`src/hdl/ctsk_pkg.sv`:
```
package ctsk_pkg;

    localparam logic [4:0]  HOURS_MAX    = 5'd23;
    localparam logic [5:0]  MINSEC_MAX   = 6'd59;
    localparam logic [15:0] BLINK_RESET  = 16'd500;
    localparam logic [15:0] TICKS_MAX    = 16'hFFFF;

    localparam logic [1:0] CUR_HOURS     = 2'd0;
    localparam logic [1:0] CUR_MINUTES   = 2'd1;
    localparam logic [1:0] CUR_SECONDS   = 2'd2;

    localparam logic [4:0] RESET_HOURS   = 5'd0;
    localparam logic [5:0] RESET_MINUTES = 6'd4;
    localparam logic [5:0] RESET_SECONDS = 6'd32;

    localparam logic [2:0] BTN_NONE      = 3'd0;
    localparam logic [2:0] BTN_RIGHT     = 3'd1;
    localparam logic [2:0] BTN_LEFT      = 3'd2;
    localparam logic [2:0] BTN_UP        = 3'd3;
    localparam logic [2:0] BTN_DOWN      = 3'd4;
    localparam logic [2:0] BTN_CONFIRM   = 3'd5;

    typedef struct packed {
        logic btn_right;
        logic btn_left;
        logic btn_up;
        logic btn_down;
        logic btn_confirm;
    } t_in_item;

    typedef struct packed {
        logic [4:0] hours;
        logic [5:0] minutes;
        logic [5:0] seconds;
        logic [1:0] cursor;
        logic       field_blanked;
        logic       led_on;
        logic [2:0] last_button;
    } t_out_item;

endpackage

```
`src/hdl/clock_time_set_keypad.sv`:
```
// Channel  | Direction | Handshake              | Payload
// in       | input     | i_in_valid / o_in_stall | i_in_data   (ctsk_pkg::t_in_item)
// out      | output    | o_out_valid / i_out_stall | o_out_data (ctsk_pkg::t_out_item)
// cfg      | input     | i_cfg_valid / o_cfg_ready | i_cfg_data  (blink_period, 16 bit)
//
// One beat per cycle sustained while i_out_stall is low; each input beat goes to the
// input register, then through one pass of edge detect, cursor/time update and blink
// counter into the result register.
// Synchronous active-low reset loads the power-up time 00:04:32, cursor on seconds.
// A stall on the output holds the result register; the input register absorbs one
// more beat before o_in_stall rises.
module clock_time_set_keypad (
    input  logic                 i_clk,
    input  logic                 i_rst_n,
    input  logic                 i_in_valid,
    output logic                 o_in_stall,
    input  ctsk_pkg::t_in_item   i_in_data,
    output logic                 o_out_valid,
    input  logic                 i_out_stall,
    output ctsk_pkg::t_out_item  o_out_data,
    input  logic                 i_cfg_valid,
    output logic                 o_cfg_ready,
    input  logic [15:0]          i_cfg_data
);

    logic                r_in_valid;
    ctsk_pkg::t_in_item  r_in;
    logic                r_out_valid;
    ctsk_pkg::t_out_item r_out;

    logic [15:0] r_period;
    logic [4:0]  r_prev;
    logic [1:0]  r_cursor;
    logic [4:0]  r_hours;
    logic [5:0]  r_minutes;
    logic [5:0]  r_seconds;
    logic        r_blank;
    logic [15:0] r_elapsed;
    logic        r_led;
    logic [2:0]  r_last;

    logic [4:0]  now_btn;
    logic [4:0]  rise;
    logic [1:0]  n_cursor;
    logic [4:0]  n_hours;
    logic [5:0]  n_minutes;
    logic [5:0]  n_seconds;
    logic        n_blank;
    logic [15:0] n_elapsed;
    logic        n_led;
    logic [2:0]  n_last;

    logic out_free;
    logic advance;
    logic in_take;

    assign out_free    = !r_out_valid || !i_out_stall;
    assign advance     = r_in_valid && out_free;
    assign in_take     = i_in_valid && !o_in_stall;
    assign o_in_stall  = r_in_valid && !out_free;
    assign o_out_valid = r_out_valid;
    assign o_out_data  = r_out;
    assign o_cfg_ready = 1'b1;

    assign now_btn = {r_in.btn_confirm, r_in.btn_down, r_in.btn_up,
                      r_in.btn_left, r_in.btn_right};
    assign rise    = now_btn & ~r_prev;

    always_comb begin
        logic [15:0] ticks;
        n_cursor  = r_cursor;
        n_hours   = r_hours;
        n_minutes = r_minutes;
        n_seconds = r_seconds;
        n_led     = r_led;
        n_last    = r_last;

        if (rise[0]) begin
            n_led    = ~n_led;
            n_last   = ctsk_pkg::BTN_RIGHT;
            n_cursor = (n_cursor == ctsk_pkg::CUR_SECONDS) ? ctsk_pkg::CUR_HOURS
                                                           : n_cursor + 2'd1;
        end
        if (rise[1]) begin
            n_led    = ~n_led;
            n_last   = ctsk_pkg::BTN_LEFT;
            n_cursor = (n_cursor == ctsk_pkg::CUR_HOURS) ? ctsk_pkg::CUR_SECONDS
                                                         : n_cursor - 2'd1;
        end
        if (rise[2]) begin
            n_led  = ~n_led;
            n_last = ctsk_pkg::BTN_UP;
            case (n_cursor)
                ctsk_pkg::CUR_HOURS:
                    n_hours = (n_hours < ctsk_pkg::HOURS_MAX) ? n_hours + 5'd1 : 5'd0;
                ctsk_pkg::CUR_MINUTES:
                    n_minutes = (n_minutes < ctsk_pkg::MINSEC_MAX) ? n_minutes + 6'd1 : 6'd0;
                ctsk_pkg::CUR_SECONDS:
                    n_seconds = (n_seconds < ctsk_pkg::MINSEC_MAX) ? n_seconds + 6'd1 : 6'd0;
                default: ;
            endcase
        end
        if (rise[3]) begin
            n_led  = ~n_led;
            n_last = ctsk_pkg::BTN_DOWN;
            case (n_cursor)
                ctsk_pkg::CUR_HOURS:
                    n_hours = (n_hours != 5'd0 && n_hours <= ctsk_pkg::HOURS_MAX)
                              ? n_hours - 5'd1 : ctsk_pkg::HOURS_MAX;
                ctsk_pkg::CUR_MINUTES:
                    n_minutes = (n_minutes != 6'd0 && n_minutes <= ctsk_pkg::MINSEC_MAX)
                                ? n_minutes - 6'd1 : ctsk_pkg::MINSEC_MAX;
                ctsk_pkg::CUR_SECONDS:
                    n_seconds = (n_seconds != 6'd0 && n_seconds <= ctsk_pkg::MINSEC_MAX)
                                ? n_seconds - 6'd1 : ctsk_pkg::MINSEC_MAX;
                default: ;
            endcase
        end
        if (rise[4]) begin
            n_led  = ~n_led;
            n_last = ctsk_pkg::BTN_CONFIRM;
        end

        // saturate, then restart once the period is exceeded
        ticks = (r_elapsed != ctsk_pkg::TICKS_MAX) ? r_elapsed + 16'd1 : r_elapsed;
        if (ticks > r_period) begin
            n_blank   = ~r_blank;
            n_elapsed = 16'd0;
        end else begin
            n_blank   = r_blank;
            n_elapsed = ticks;
        end
    end

    always_ff @(posedge i_clk) begin
        if (!i_rst_n) begin
            r_in_valid  <= 1'b0;
            r_out_valid <= 1'b0;
            r_period    <= ctsk_pkg::BLINK_RESET;
            r_prev      <= 5'd0;
            r_cursor    <= ctsk_pkg::CUR_SECONDS;
            r_hours     <= ctsk_pkg::RESET_HOURS;
            r_minutes   <= ctsk_pkg::RESET_MINUTES;
            r_seconds   <= ctsk_pkg::RESET_SECONDS;
            r_blank     <= 1'b0;
            r_elapsed   <= 16'd0;
            r_led       <= 1'b0;
            r_last      <= ctsk_pkg::BTN_NONE;
        end else begin
            if (i_cfg_valid && o_cfg_ready) begin
                r_period <= i_cfg_data;
            end
            if (in_take) begin
                r_in_valid <= 1'b1;
            end else if (advance) begin
                r_in_valid <= 1'b0;
            end
            if (advance) begin
                r_out_valid <= 1'b1;
                r_prev      <= now_btn;
                r_cursor    <= n_cursor;
                r_hours     <= n_hours;
                r_minutes   <= n_minutes;
                r_seconds   <= n_seconds;
                r_blank     <= n_blank;
                r_elapsed   <= n_elapsed;
                r_led       <= n_led;
                r_last      <= n_last;
            end else if (out_free) begin
                r_out_valid <= 1'b0;
            end
        end
    end

    // payload registers
    always_ff @(posedge i_clk) begin
        if (in_take) begin
            r_in <= i_in_data;
        end
        if (advance) begin
            r_out.hours         <= n_hours;
            r_out.minutes       <= n_minutes;
            r_out.seconds       <= n_seconds;
            r_out.cursor        <= n_cursor;
            r_out.field_blanked <= n_blank;
            r_out.led_on        <= n_led;
            r_out.last_button   <= n_last;
        end
    end

endmodule
```
`config.mk`:
```
export PLATFORM = sky130hd
export DESIGN_NAME = clock_time_set_keypad
export DESIGN_NICKNAME = d
export VERILOG_FILES = /design/src/hdl/ctsk_pkg.sv /design/src/hdl/clock_time_set_keypad.sv
export SDC_FILE = /design/constraint.sdc
export NUM_CORES = 1
export LEC_CHECK = 0
export BUFFER_PORTS_ARGS = -buffer_cell sky130_fd_sc_hd__buf_2
export CELL_PAD_IN_SITES_DETAIL_PLACEMENT = 1
export CELL_PAD_IN_SITES_GLOBAL_PLACEMENT = 2
export CORE_ASPECT_RATIO = 1.4
export CORE_MARGIN = 2
export CORE_UTILIZATION = 37
export DETAILED_ROUTE_END_ITERATION = 8
export HOLD_SLACK_MARGIN = 0.08
export PLACE_DENSITY_LB_ADDON = 0.15
export SLEW_MARGIN = 5
export SYNTH_ARGS = -nofsm -noshare
export SYNTH_HDL_FRONTEND = slang
export SYNTH_SLANG_ARGS = --single-unit
export TNS_END_PERCENT = 1
```
`constraint.sdc`:
```
create_clock -name i_clk -period 4.45 [get_ports i_clk]
set_input_delay 0.6675 -clock i_clk [delete_from_list [all_inputs] [get_ports i_clk]]
set_output_delay 0.6675 -clock i_clk [all_outputs]
set_load 0.01 [all_outputs]
```
======== Yosys cells after proc, flatten, opt, wreduce, memory -nomap -nowiden ========
Cells that the tools add are included.
storage, ports and cells
  bits in registers ....................... 92
  output and inout port bits .............. 27
  word-level logic and storage cells ...... 109
cells by class
  $add $sub $neg .......................... 9
  order comparisons ....................... 7
  equal/unequal tests ..................... 4
  multiplexer cells ....................... 39
  bitwise operators ....................... 8
  reductions and logical operators ........ 18
operators by type and width
  kind                   count
  $mux 6                 12
  $mux 16                2
  $mux 5                 6
  $add 16x1->16 const B  1
  $gt 16x16->1           1
  $ne 16x16->1 const B   1
  $mux 3                 5
  $add 6x1->6 const B    2
  $le 6x6->1 const B     2
  $lt 6x6->1 const B     2
  $reduce_bool 6->1      2
  $sub 6x1->6 const B    2
  $mux 1                 10
  $mux 2                 4
  $logic_and 1x1->1      6
  $not 1->1              6
  $add 5x1->5 const B    1
  $and 5x5->5            1
  $le 5x5->1 const B     1
  $lt 5x5->1 const B     1
  $not 5->5              1
  $reduce_bool 5->1      1
  $sub 5x1->5 const B    1
  $eq 2x2->1 const B     2
  7 further kinds        12

======== Logic depth before layout (Yosys ltp) ========
  word-level depth ........................ 14
  gate-level depth with buffers ........... 17

======== Worst setup path before layout ========
OpenSTA, ideal clock, no wires.
  kind .................................... reg-to-reg
  start point ............................. register r_elapsed[3]
  end point ............................... register r_out (netlist bit o_out_data[4]) (data pin)
  arrival ................................. 3.806 ns
  path slack .............................. 0.384 ns
  stages on the path, launching flop included .. 18
  buffers on the path ..................... 2
  clock period less this slack ............ 4.066 ns
  path through ............................ dfxtp_1 > clkbuf_1 > and4_1 > nand4_1 > nor3_2 > nor2_1 > nand4_1 > xnor2_1 > ha_1 > a21o_1 > a21o_1 > a21o_1 > a21o_1 > a21o_1 > a311oi_2 > buf_2 > nor2_1 > xor2_1
between the ends
  longest elaborated chain between the ends .. 4
  elaborated cells between the ends (all ways) .. 5
  those cells by class .................... add/sub: 1; order compare: 1; eq/ne: 1; mux: 2
RTL lines
  what                                           RTL line                      source
  from (decl)                                    clock_time_set_keypad.sv:38   logic [15:0] r_elapsed;
  from (signal assigned)                         clock_time_set_keypad.sv:166  r_elapsed <= n_elapsed;
  $add 16x1->16 or $ne 16x16->1 (tied branches)  clock_time_set_keypad.sv:125  ticks = (r_elapsed != ctsk_pkg::TICKS_MAX) ? r_elapsed + 16'd1 : r_elapsed;
  $mux 16 *                                      clock_time_set_keypad.sv:125
  $gt 16x16->1 *                                 clock_time_set_keypad.sv:126  if (ticks > r_period) begin
  $mux 1 *                                       clock_time_set_keypad.sv:126
  via n_blank                                    clock_time_set_keypad.sv:48   logic n_blank;
  to (decl)                                      clock_time_set_keypad.sv:29   ctsk_pkg::t_out_item r_out;
Mark *: on every way through the listed nets, which the timed path passes. The rest lies on a longest branch.
A chain may end at the register's enable or synchronous reset.

======== Worst setup path after layout ========
  start point ............................. register r_elapsed[0]
  end point ............................... register r_elapsed[9]
between the ends
  longest elaborated chain between the ends .. 4
  elaborated cells between the ends (all ways) .. 5
  those cells by class .................... add/sub: 1; order compare: 1; eq/ne: 1; mux: 2
RTL lines
  what                                           RTL line
  $add 16x1->16 or $ne 16x16->1 (tied branches)  clock_time_set_keypad.sv:125
  $mux 16 *                                      clock_time_set_keypad.sv:125
  $gt 16x16->1                                   clock_time_set_keypad.sv:126
  $mux 16 *                                      clock_time_set_keypad.sv:126
Every way passes the cells marked *; elsewhere a longest branch is shown, timed or not.

==> impl_metrics.toml <==
[route]
avgRoutedWirePerCell_um = 17.7
drt-initial-drc-count = 217
dr.pass1.iters = 4
via_count = 5010
drc = 0
ant_nets = 0
totalWireLength_um = 16000
vias_per_cell = 5.55

[timing]
fin_crit_sh_pct = 91.1
setup_violations = 0
drv_slew = 0
hold_violations = 0
worst_pin_slew_ns = 0.664
rsz0062_at_grt = "no"
tns_ns = 0
clock_skew_ns = 0.00960
fin_crit_ns = 4.06
fmax_mhz = 247
slew_headroom_pct = 55.7

[critical_path]
cp-end-kind = "flop"
start_kind = "flop"
crit_top_cell = "a21o_1"
arrival_ns = 4.33
crit_path_max_incr_delay_ns = 0.42
critPathBufInv = 2
reg2reg_depth = 18
cp.depth = 18
cp_slowest_cell = "dfxtp_1"
cp_top_family = "compound AO/OA/AOI/OAI gates"
worstSetupPathType = "reg -> reg"
cp_max_fo = 13
cp.required_ns = 4.73
crit_path_cell_trace = "ha_1 -> and2_1 -> nand4_1 -> nor3_4 -> nor2_1 -> nand4_1 -> xnor2_1 -> ha_1 -> a21o_1 -> a21o_1 -> a21o_1 -> a21o_1 -> a21o_1 -> a311oi_2 -> buf_4 -> buf_4 -> o22ai_1 -> a21boi_0"

[floorplanning]
die-height_um = 153
rows = 54
die_x_um = 110
start_util_pct = 37.7
core_area_um2 = 15500
pin_count = 53
die-area_um2 = 16800

[grt]
antenna_found_initial = 0
grt_pass1_wl_um = 27200
grt-ovfl-total = 0
grt_max_degree = 52
grtUsageTotal_pct = 20.6
grt_pass1_vias = 5398

[clock_network]
clock_sinks = 92
cts_tree = "yes"
cts-buffers-inserted = 9
htree_num_levels = 3
clk_pin_slew_ns = 0.07
clkLatencyLatePin_ns = 0.36
cts_root_buf = "clkbuf_16"
cts_setup_buffers = 0
ctsLongestPathBuffers = 2

[power]
power_density_nw_per_um2 = 318
p_leak_uw = 0.00258
ir_drop_mv = 0.158

[logic_synthesis]
synth_area_um2 = 5830
ys_warn_count = 0
synthTopCellsByArea = "dfxtp_1 (22%), edfxtp_1 (15%), ha_1 (6.0%)"
synth.top_cells.by_count = "nand2_1 (74), dfxtp_1 (63), nor2_1 (47)"
synth-edff-count = 29
synthMostInstantiatedCell = "nand2_1"
ys_seq_area_share_pct = 36.6
synth_seq_cells = 92
synthDistinctLibCells = 77
async_reset_ff_share_pct = 0
synth_nets = 719
yosys.area.top_type = "dfxtp_1"
synthCells = 665
synth_top_area_share_pct = 21.6
ys.flop_type = "dfxtp_1"
synth_area_per_cell_um2 = 8.76

[layout]
drive_gt1_share_pct = 15.1
nNetsFinal = 756
syn2layout_area_growth_pct = 12.5
fillers = 1826
n_antenna_cell = 0
final_cells = 903

[placed_design]
port_buffers = 51
hpwlAfterDp_um = 12000
placed_cells = 887
gp_congestion = 0.867

[run]
cap_violations = 0

[hold_path]
holdCritPathClass = "reg -> reg"
min_path_cells = 2

[outcome]
status = "complete, no violations"
-- metrics by stage --
stage          util [%]  hold WS [ns]  area [um2]  total power [uW]  setup WS [ns]
6_report           42.4         0.470        6560              2080          0.394
3_3_place_gp       40.5         0.453        6260              1320          0.522
2_1_floorplan         -         0.444        5830              1230          0.384
5_1_grt            42.4         0.469        6560              2180          0.122
4_1_cts            42.4         0.460        6550              2120          0.308
3_5_place_dp       40.5         0.464        6260              1340          0.328
-- worst min-delay path, delay by kind of cell, from the launching register on --
family | cells | cell delay (ns)
and+or+nand+nor | 1 | 0.05
DFF | 1 | 0.31
AOI/OAI and AO/OA | 1 | 0.06
-- cells by family after synthesis --
family / Yosys count / share of synthesized area [%]
other: 1 / 0.0643
AOI/OAI and AO/OA: 186 / 23.7
DFF: 92 / 36.6
adders and majority gates: 30 / 6.35
and+or+nand+nor: 260 / 23.4
xor gates and xnor gates: 18 / 2.71
buffers and inverters: 60 / 4.01
muxes: 18 / 3.20
-- state kept, by name, indices dropped and copies added, names as in the netlist, 5 cells and up --
signal / cells
r_elapsed: 16
now_btn: 5
r_prev: 5
r_hours: 5
r_seconds: 6
r_minutes: 6
o_out_data: 24
r_period: 16
-- repair_timing --
action	CTS	global route
hold buffers	0	0
resized for setup	0	1
setup endpoints to repair	0	1
-- placed cells by master, fill, tap and decap left out, drive strengths merged, types with 8 or more instances in the layout --
cell type and count:
nor3 20, nand4 9, nor3b 8, ha 28, mux2i 13, buf 59, dfxtp 63, a21boi 28
nand3 19, inv 32, a31oi 9, edfxtp 29, o21ai 24, a21o 11, and2 13, nor2b 29
nor2 47, o22ai 10, o21a 13, a21oi 27, o211ai 20, nand2 74, clkbuf 9, xnor2 11
-- metal layers --
metal	part of all wire, %	global-route usage (%)	vias to the layer above
met3	1.6	1.88	22
met4	2.6	8.80	0
met1	39	22.3	2428
li1	-	-	2503
met5	0	0	-
met2	56	39.1	57
-- layout make-up --
type	instances	area, um2	share of cell area [%]
multi-input cells	513	3480	53.0
flip-flops and latches	92	2130	32.5
repair buffers	59	315	4.81
well taps	196	245	3.74
clock buffers	9	225	3.43
inverters	27	101	1.55
clock inverters	7	63.8	0.973
-- power by group --
group	switching (uW)	internal, uW	total (uW)
sequential	35.4	917	952
clock	376	393	770
combinational	221	141	362
-- final timing paths --
path	from	endpoint	slack, ns
setup / recovery	r_elapsed[0]	r_elapsed[9]	0.39
hold / removal	r_last[1]	r_last[1]	0.47
hold reg to reg	r_last[1]	r_last[1]	0.47
setup reg to reg	r_elapsed[0]	r_elapsed[9]	0.39
Power figures use the tool's default switching activity.
